## config.mk

```make
export PLATFORM = sky130hd
export DESIGN_NAME = sha1_seeded_random_generator
export DESIGN_NICKNAME = d
export VERILOG_FILES = /design/src/sv/srg_pkg.sv /design/src/sv/srg_ram.sv /design/src/sv/srg_round.sv /design/src/sv/sha1_seeded_random_generator.sv
export SDC_FILE = /design/constraint.sdc
export NUM_CORES = 2
export LEC_CHECK = 0
export BUFFER_PORTS_ARGS = -buffer_cell sky130_fd_sc_hd__buf_2
export CORE_MARGIN = 1
export CORE_UTILIZATION = 40
export CTS_BUF_LIST = sky130_fd_sc_hd__clkbuf_4
export CTS_CLUSTER_DIAMETER = 40
export DETAILED_ROUTE_END_ITERATION = 10
export SETUP_SLACK_MARGIN = 0.02
export SYNTH_ARGS = -nofsm -noshare
export SYNTH_HDL_FRONTEND = slang
export SYNTH_SLANG_ARGS = --single-unit
```

## constraint.sdc

```tcl
create_clock -name clk -period 8.7 [get_ports clk]
set_clock_uncertainty 0.1 [all_clocks]
set_input_delay 1.74 -clock clk [delete_from_list [all_inputs] [get_ports clk]]
set_output_delay 1.74 -clock clk [all_outputs]
set_load 0.05 [all_outputs]
```

## src/sv/srg_pkg.sv

```systemverilog
`default_nettype none
package srg_pkg;
    localparam int WORDS = 5;

    localparam logic [31:0] SHA_IV [0:4] = '{
        32'h67452301, 32'hEFCDAB89, 32'h98BADCFE, 32'h10325476, 32'hC3D2E1F0
    };
    localparam logic [31:0] PRIME_Q [0:4] = '{
        32'hB156C1F5, 32'h2E4248D5, 32'h4144A5BD, 32'h08241CC7, 32'h903C803F
    };

    typedef enum logic [3:0] {
        ST_COLLECT,
        ST_LOAD,
        ST_ROUND,
        ST_FINISH,
        ST_CMP,
        ST_EMIT,
        ST_SUB,
        ST_ADD
    } state_t;

    function automatic logic [31:0] swap32(input logic [31:0] x);
        swap32 = {x[7:0], x[15:8], x[23:16], x[31:24]};
    endfunction
endpackage
`default_nettype wire

```

## src/sv/srg_ram.sv

```systemverilog
`default_nettype none
module srg_ram #(
    parameter int WIDTH = 32,
    parameter int DEPTH = 16
) (
    input  wire logic                     clk,
    input  wire logic                     we,
    input  wire logic [$clog2(DEPTH)-1:0] waddr,
    input  wire logic [WIDTH-1:0]         wdata,
    input  wire logic [$clog2(DEPTH)-1:0] raddr,
    output logic      [WIDTH-1:0]         rdata
);
    logic [WIDTH-1:0] mem [0:DEPTH-1];

    always_ff @(posedge clk)
    begin
        if (we)
        begin
            mem[waddr] <= wdata;
        end
        rdata <= mem[raddr];
    end
endmodule
`default_nettype wire

```

## src/sv/srg_round.sv

```systemverilog
`default_nettype none
// One SHA-1 compression round on the working variables.
module srg_round
    import srg_pkg::*;
(
    input  wire logic [6:0]   idx,
    input  wire logic [159:0] abcde,
    input  wire logic [31:0]  w,
    output logic      [159:0] abcde_next
);
    logic [31:0] a, b, c, d, e, f, k, t;

    always_comb
    begin
        {e, d, c, b, a} = abcde;
        if (idx < 7'd20)
        begin
            f = (b & c) | (~b & d);
            k = 32'h5A827999;
        end
        else if (idx < 7'd40)
        begin
            f = b ^ c ^ d;
            k = 32'h6ED9EBA1;
        end
        else if (idx < 7'd60)
        begin
            f = (b & c) | (b & d) | (c & d);
            k = 32'h8F1BBCDC;
        end
        else
        begin
            f = b ^ c ^ d;
            k = 32'hCA62C1D6;
        end
        t = {a[26:0], a[31:27]} + f + e + k + w;
        abcde_next = {d, c, {b[1:0], b[31:2]}, a, t};
    end
endmodule
`default_nettype wire

```

## src/sv/sha1_seeded_random_generator.sv

```systemverilog
`default_nettype none
// After the fifth input beat is accepted the block loads the schedule, runs the SHA-1 rounds,
// adds the chaining values and compares with the previous digest before the first result beat.
// A round takes five input beats, the hash, five result beats and, when the seed advances, a
// reduce and an add step; no new input is taken until it is through, and output stalls lengthen it.
// The single shared round unit and the schedule RAM, with one write and one read port, keep it serial.
// Reset: seed and previous digest clear to zero; the word counter returns to word zero.
module sha1_seeded_random_generator
    import srg_pkg::*;
(
    input  wire logic        clk,
    input  wire logic        rst_n,
    input  wire logic        s_tvalid,
    output logic             s_tready,
    input  wire logic [31:0] s_tdata,  // entropy_word
    input  wire logic        s_tuser,  // final_round
    output logic             m_tvalid,
    input  wire logic        m_tready,
    output logic [31:0]      m_tdata,  // random_word
    output logic             m_tlast,  // last_word
    output logic             m_tuser   // repeat_fail
);
    state_t state_reg, state_next;

    // The seed, previous digest and working hash are fixed-width 160-bit registers.
    logic [159:0] seed_reg, prev_reg, hv_reg, abcde_reg, abcde_rnd;
    logic [159:0] ent_reg;
    logic [2:0]   wcnt_reg;
    logic [6:0]   idx_reg;
    logic         final_reg, fail_reg;
    logic [159:0] num_reg;
    logic [2:0]   ocnt_reg;

    // The message schedule lives in a 16-entry RAM; the first sixteen words are read a word
    // ahead from its registered read port. A small sliding copy of the last 16 words feeds the expansion XOR.
    logic [31:0]  w_win_reg [0:15];
    logic         ram_we;
    logic [3:0]   ram_waddr, ram_raddr;
    logic [31:0]  ram_wdata, ram_rdata;
    logic [31:0]  w_cur;
    logic [31:0]  w_x;
    logic [31:0]  load_word;

    srg_ram #(.WIDTH(32), .DEPTH(16)) u_sched (
        .clk(clk), .we(ram_we), .waddr(ram_waddr), .wdata(ram_wdata),
        .raddr(ram_raddr), .rdata(ram_rdata)
    );

    srg_round u_round (
        .idx(idx_reg), .abcde(abcde_reg), .w(w_cur), .abcde_next(abcde_rnd)
    );

    logic [159:0] seed_x;
    logic [160:0] sub_full;
    logic [160:0] add_full;

    always_comb
    begin
        seed_x = seed_reg ^ ent_reg;
        w_x = w_win_reg[13] ^ w_win_reg[8] ^ w_win_reg[2] ^ w_win_reg[0];
        w_cur = (idx_reg < 7'd16) ? ram_rdata : {w_x[30:0], w_x[31]};
        // Address zero is read at the end of the load phase; each round fetches the next word.
        ram_raddr = (state_reg == ST_LOAD) ? 4'd0 : idx_reg[3:0] + 4'd1;
        ram_we = (state_reg == ST_ROUND) || (state_reg == ST_LOAD && idx_reg < 7'd16);
        ram_waddr = idx_reg[3:0];
        ram_wdata = (state_reg == ST_LOAD) ? load_word : w_cur;
        sub_full = {1'b0, num_reg} - {1'b0, PRIME_Q[4], PRIME_Q[3], PRIME_Q[2],
                                      PRIME_Q[1], PRIME_Q[0]};
        add_full = {1'b0, seed_reg} + {1'b0, num_reg} + 161'd1;
    end

    always_comb
    begin
        state_next = state_reg;
        case (state_reg)
            ST_COLLECT: if (s_tvalid && wcnt_reg == 3'd4) state_next = ST_LOAD;
            ST_LOAD:    if (idx_reg == 7'd16) state_next = ST_ROUND;
            ST_ROUND:   if (idx_reg == 7'd79) state_next = ST_FINISH;
            ST_FINISH:  state_next = ST_CMP;
            ST_CMP:     state_next = ST_EMIT;
            ST_EMIT:    if (m_tready && ocnt_reg == 3'd4)
                            state_next = (fail_reg || final_reg) ? ST_COLLECT : ST_SUB;
            ST_SUB:     state_next = ST_ADD;
            ST_ADD:     state_next = ST_COLLECT;
            default:    state_next = ST_COLLECT;
        endcase
    end

    always_comb
    begin
        s_tready = (state_reg == ST_COLLECT);
        m_tvalid = (state_reg == ST_EMIT);
        m_tlast  = (ocnt_reg == 3'd4);
        m_tuser  = fail_reg;
        m_tdata  = fail_reg ? 32'd0 : hv_reg[ocnt_reg*32 +: 32];
    end

    // Load phase writes the padded block into the schedule RAM one word a cycle
    // while the sliding window is filled; the first sixteen rounds then read that RAM.
    always_comb
    begin
        case (idx_reg[3:0])
            4'd0, 4'd1, 4'd2, 4'd3, 4'd4: load_word = swap32(seed_x[idx_reg[2:0]*32 +: 32]);
            4'd5:    load_word = 32'h80000000;
            4'd15:   load_word = 32'd160;
            default: load_word = 32'd0;
        endcase
    end

    always_ff @(posedge clk or negedge rst_n)
    begin
        if (!rst_n)
        begin
            state_reg <= ST_COLLECT;
            wcnt_reg  <= 3'd0;
            idx_reg   <= 7'd0;
            ocnt_reg  <= 3'd0;
            seed_reg  <= '0;
            prev_reg  <= '0;
        end
        else
        begin
            state_reg <= state_next;
            case (state_reg)
                ST_COLLECT:
                begin
                    if (s_tvalid)
                    begin
                        ent_reg[wcnt_reg*32 +: 32] <= s_tdata;
                        final_reg <= s_tuser;
                        wcnt_reg <= (wcnt_reg == 3'd4) ? 3'd0 : wcnt_reg + 3'd1;
                    end
                    idx_reg <= 7'd0;
                end
                ST_LOAD:
                begin
                    if (idx_reg < 7'd16)
                    begin
                        w_win_reg[idx_reg[3:0]] <= load_word;
                        idx_reg <= idx_reg + 7'd1;
                    end
                    else
                    begin
                        seed_reg <= seed_x;
                        idx_reg <= 7'd0;
                    end
                    abcde_reg <= {SHA_IV[4], SHA_IV[3], SHA_IV[2], SHA_IV[1], SHA_IV[0]};
                end
                ST_ROUND:
                begin
                    abcde_reg <= abcde_rnd;
                    if (idx_reg >= 7'd16)
                    begin
                        for (int i = 0; i < 15; i++) w_win_reg[i] <= w_win_reg[i+1];
                        w_win_reg[15] <= w_cur;
                    end
                    idx_reg <= idx_reg + 7'd1;
                end
                ST_FINISH:
                begin
                    for (int i = 0; i < 5; i++)
                        hv_reg[i*32 +: 32] <= SHA_IV[i] + abcde_reg[i*32 +: 32];
                end
                ST_CMP:
                begin
                    fail_reg <= (hv_reg == prev_reg);
                    prev_reg <= hv_reg;
                    ocnt_reg <= 3'd0;
                    for (int i = 0; i < 5; i++)
                        num_reg[i*32 +: 32] <= swap32(hv_reg[i*32 +: 32]);
                end
                ST_EMIT:
                begin
                    if (m_tready)
                        ocnt_reg <= (ocnt_reg == 3'd4) ? 3'd0 : ocnt_reg + 3'd1;
                end
                ST_SUB:
                begin
                    if (!sub_full[160]) num_reg <= sub_full[159:0];
                end
                ST_ADD:
                begin
                    seed_reg <= add_full[159:0];
                end
                default: ;
            endcase
        end
    end

    a_out_only_emit: assert property (@(posedge clk) disable iff (!rst_n)
        m_tvalid |-> state_reg == ST_EMIT)
        else $error("result beat outside emit phase");
    a_no_in_busy: assert property (@(posedge clk) disable iff (!rst_n)
        (state_reg == ST_ROUND) |-> !s_tready)
        else $error("input accepted while hashing");
    a_fail_zero: assert property (@(posedge clk) disable iff (!rst_n)
        (m_tvalid && m_tuser) |-> m_tdata == 32'd0)
        else $error("repeat failure with nonzero data");
endmodule
`default_nettype wire
```

==> out/summary.txt <==
Synth async-reset ratio -> 16.5%
Setup_tns -> 0 ns
GRT Overall Usage -> 29.8%
CP delay by family, top -> compound AO/OA/AOI/OAI gates
H-tree Lvls -> 6
Post-Syn Instances -> 9681
Critical Path AT -> 8.82 ns
Type of element launching the critical path -> register
Final period utilization -> 90.7%
Via/cell ratio -> 5.90
R2r worst-path depth -> 25
Synthesis-to-layout area growth -> 11.2%
Most common cell after layout, fill and taps aside -> edfxtp_1
Fin. max-slew vios -> 0
Longest Clk Path Bufs -> 4
Die H -> 524 µm
Outcome -> finished, final reports clean
Setup CP Type -> register to register
Setup Viol. Count Final -> 0
FILL cells -> 25600
Design area -> 121000 µm²
Clock Pin Slew Worst Setup and Hold Paths -> 0.05 ns
CTS tree -> done
Hold Crit Class -> input port to async pin
Seq/Total Area, Yosys -> 54.2%
Top_reg_cell synth -> edfxtp_1
Peak VDD IR -> 0.000307 V
Iter 0 DRT Violations -> 10000
#FFs+latches synth -> 2034
Nets -> 10400
Commonest non-fill, non-tap cells in the layout -> 1666 x edfxtp_1, 1180 x nand2_1, 866 x clkbuf_4
Buffers & Inverters on Critical Path -> 5
Die Area -> 275000 µm²
Compound-Gate Fraction of Synth Area -> 14.0%
Synthesis warning total -> 0
Avg WL per Cell -> 29.5 µm
Vias in the first global route -> 80200
EDFF count, synth -> 1666
Required time of the worst setup path -> 9.63 ns
Antenna viol nets, final -> 0
GR peak layer -> met2
RSZ-0062 raised after global routing -> no
Slowest cell on the critical path -> a2111oi_1
Synth Area in Adders -> 4.60%
Crit-path max FO -> 22
Post-DP Area -> 114000 µm²
Largest stage delay on the critical path -> 0.71 ns
Synth cell types -> 112
Minimum clock period -> 7.89 ns
Total Power -> 49000 µW
IO buf count -> 72
DR vias -> 82900
Mux share of post-synthesis cell area -> 4.27%
Post-CTS sizing -> 0
Synth Area in Simple Gates -> 12.0%
Reg2reg end -> abcde_reg[30]
DP Wirelength -> 293000 µm
Io pins -> 73
Worst reg2reg setup slack -> 0.81 ns
Non-Filler Instances -> 14000
Detailed Route WL -> 414000 µm
Slew margin rel. -> 9.62%
Met2 Use GR -> 46.2%
Worst slew pin tran -> 1.32 ns
Hold buffers post-CTS -> 0
GR Overflow Total -> 0
RR Startpoint -> idx_reg[3]
Final hold vios -> 0
Dpl cells -> 13000
Postcts setup bufs -> 0
Drc violations -> 0
Post-Synth XOR/XNOR Area -> 8.08%
Site Rows -> 191
Worst skew pair latency -> 1.39 ns
CTS Buf Count -> 584
Met3 Use GR -> 6.85%
Total of max-cap violations -> 0
Largest net degree at the start of global routing -> 191
Share of layout cells above drive strength 1 -> 14.8%
Achievable frequency -> 127 MHz
Initial core utilization -> 40.2%
Met1 GRT Util -> 38.4%
Clk sinks -> 2034
First-pass GRT wire length -> 585000 µm
Syn Area/Cell -> 11.3 µm²
Pwr dens -> 404 nW/µm²
Mapped cell area -> 109000 µm²
First-pass detailed-route iteration total -> 6
Clock root cell -> clkbuf_4
Routability cong. -> 0.993
Setup crit end kind -> register
Initial antenna violation count -> 61
Largest family of logic cells by synthesized area -> compound AO/OA/AOI/OAI gates
Leak Pwr -> 0.0462 µW
Core area -> 271000 µm²
Die Span X -> 524 µm
Net Count, Synth -> 10100
-- metal layers --
metal | share of wire, % | wire (µm)
met1 | 40 | 164000
met3 | 9.2 | 38100
met5 | 0.076 | 313
met2 | 45 | 187000
met4 | 6.0 | 25000
-- layout make-up --
cell class / instances / area [µm²] / share of cell area (%)
inverter: 302 / 1130 / 0.936
sequential: 2034 / 59100 / 48.7
timing repair buffer: 235 / 1710 / 1.41
multi-input combinational: 6841 / 47300 / 39.1
antenna: 35 / 87.6 / 0.0722
clock buffer: 866 / 6500 / 5.36
tap: 3570 / 4470 / 3.68
clock inverter: 150 / 901 / 0.743
-- cells by family after synthesis --
kind of cell / Yosys count
AND/OR/NAND/NOR: 2811
AO/OA/AOI/OAI: 2328
flip-flops: 2034
XOR/XNOR: 1005
buffers and inverters: 806
multiplexers: 365
adder cells (fa/ha/maj): 332
-- power by group --
| group | switching [µW] | total, µW | internal [µW] |
|---|---|---|---|
| clock | 4370 | 9190 | 4810 |
| sequential | 1810 | 16000 | 14200 |
| combinational | 15100 | 23800 | 8630 |
| total | 21300 | 49000 | 27700 |
-- worst register-to-register path, cell delays in order, from the launching register on --
cell,delay [ns]
dfrtp_1,0.59
or2_2,0.49
nor3_1,0.16
nor2_2,0.17
clkinv_1,0.41
nor2_1,0.23
buf_4,0.33
inv_1,0.38
o21ai_0,0.39
ha_1,0.21
inv_1,0.06
fa_1,0.52
inv_1,0.07
ha_1,0.21
a21o_1,0.17
a21oi_1,0.20
o21ai_0,0.15
a2111oi_1,0.71
o21ai_0,0.27
a2111oi_0,0.63
o41ai_1,0.31
a211o_1,0.34
nor2_1,0.15
o31ai_1,0.11
xnor2_1,0.18
nand2_1,0.07
-- synthesized netlist by cell type, types with 128 or more instances --
library cell / count / area (µm²)
edfxtp_1: 1666 / 50000
nand2_1: 1184 / 4440
xnor2_1: 779 / 6820
o21ai_0: 608 / 3040
a21o_1: 542 / 4070
nor2_1: 499 / 1870
clkbuf_1: 449 / 1690
a21oi_1: 429 / 2150
dfrtp_1: 336 / 8410
inv_1: 298 / 1120
nand3_1: 232 / 1160
and2_1: 230 / 1440
xor2_1: 226 / 1980
ha_1: 217 / 2720
mux2_2: 157 / 1770
mux2i_1: 144 / 1440
nor3_1: 129 / 646
nand4_1: 128 / 801
-- through the flow --
step / utilization, % / setup slack, ns / hold slack [ns]
5_1_grt: 44.7 / 0.304 / 0.0747
2_1_floorplan: - / 1.55 / 0.326
3_5_place_dp: 42.0 / 0.849 / 0.339
3_3_place_gp: 42.0 / 0.915 / 0.338
4_1_cts: 44.7 / 0.808 / 0.0268
6_report: 44.7 / 0.808 / 0.130
-- how the worst max path moves through the flow --
stage                            from  slack, ns  cells after the start       endpoint
after floorplan           num_reg[19]       1.55                     12     num_reg[0]
after global placement     idx_reg[3]       0.92                     24  abcde_reg[28]
after detailed placement   idx_reg[3]       0.85                     25  abcde_reg[30]
after CTS                  idx_reg[3]       0.81                     24  abcde_reg[30]
after global routing       idx_reg[3]       0.30                     25  abcde_reg[30]
final                      idx_reg[3]       0.81                     25  abcde_reg[30]
(Power assumes the default switching activity.)
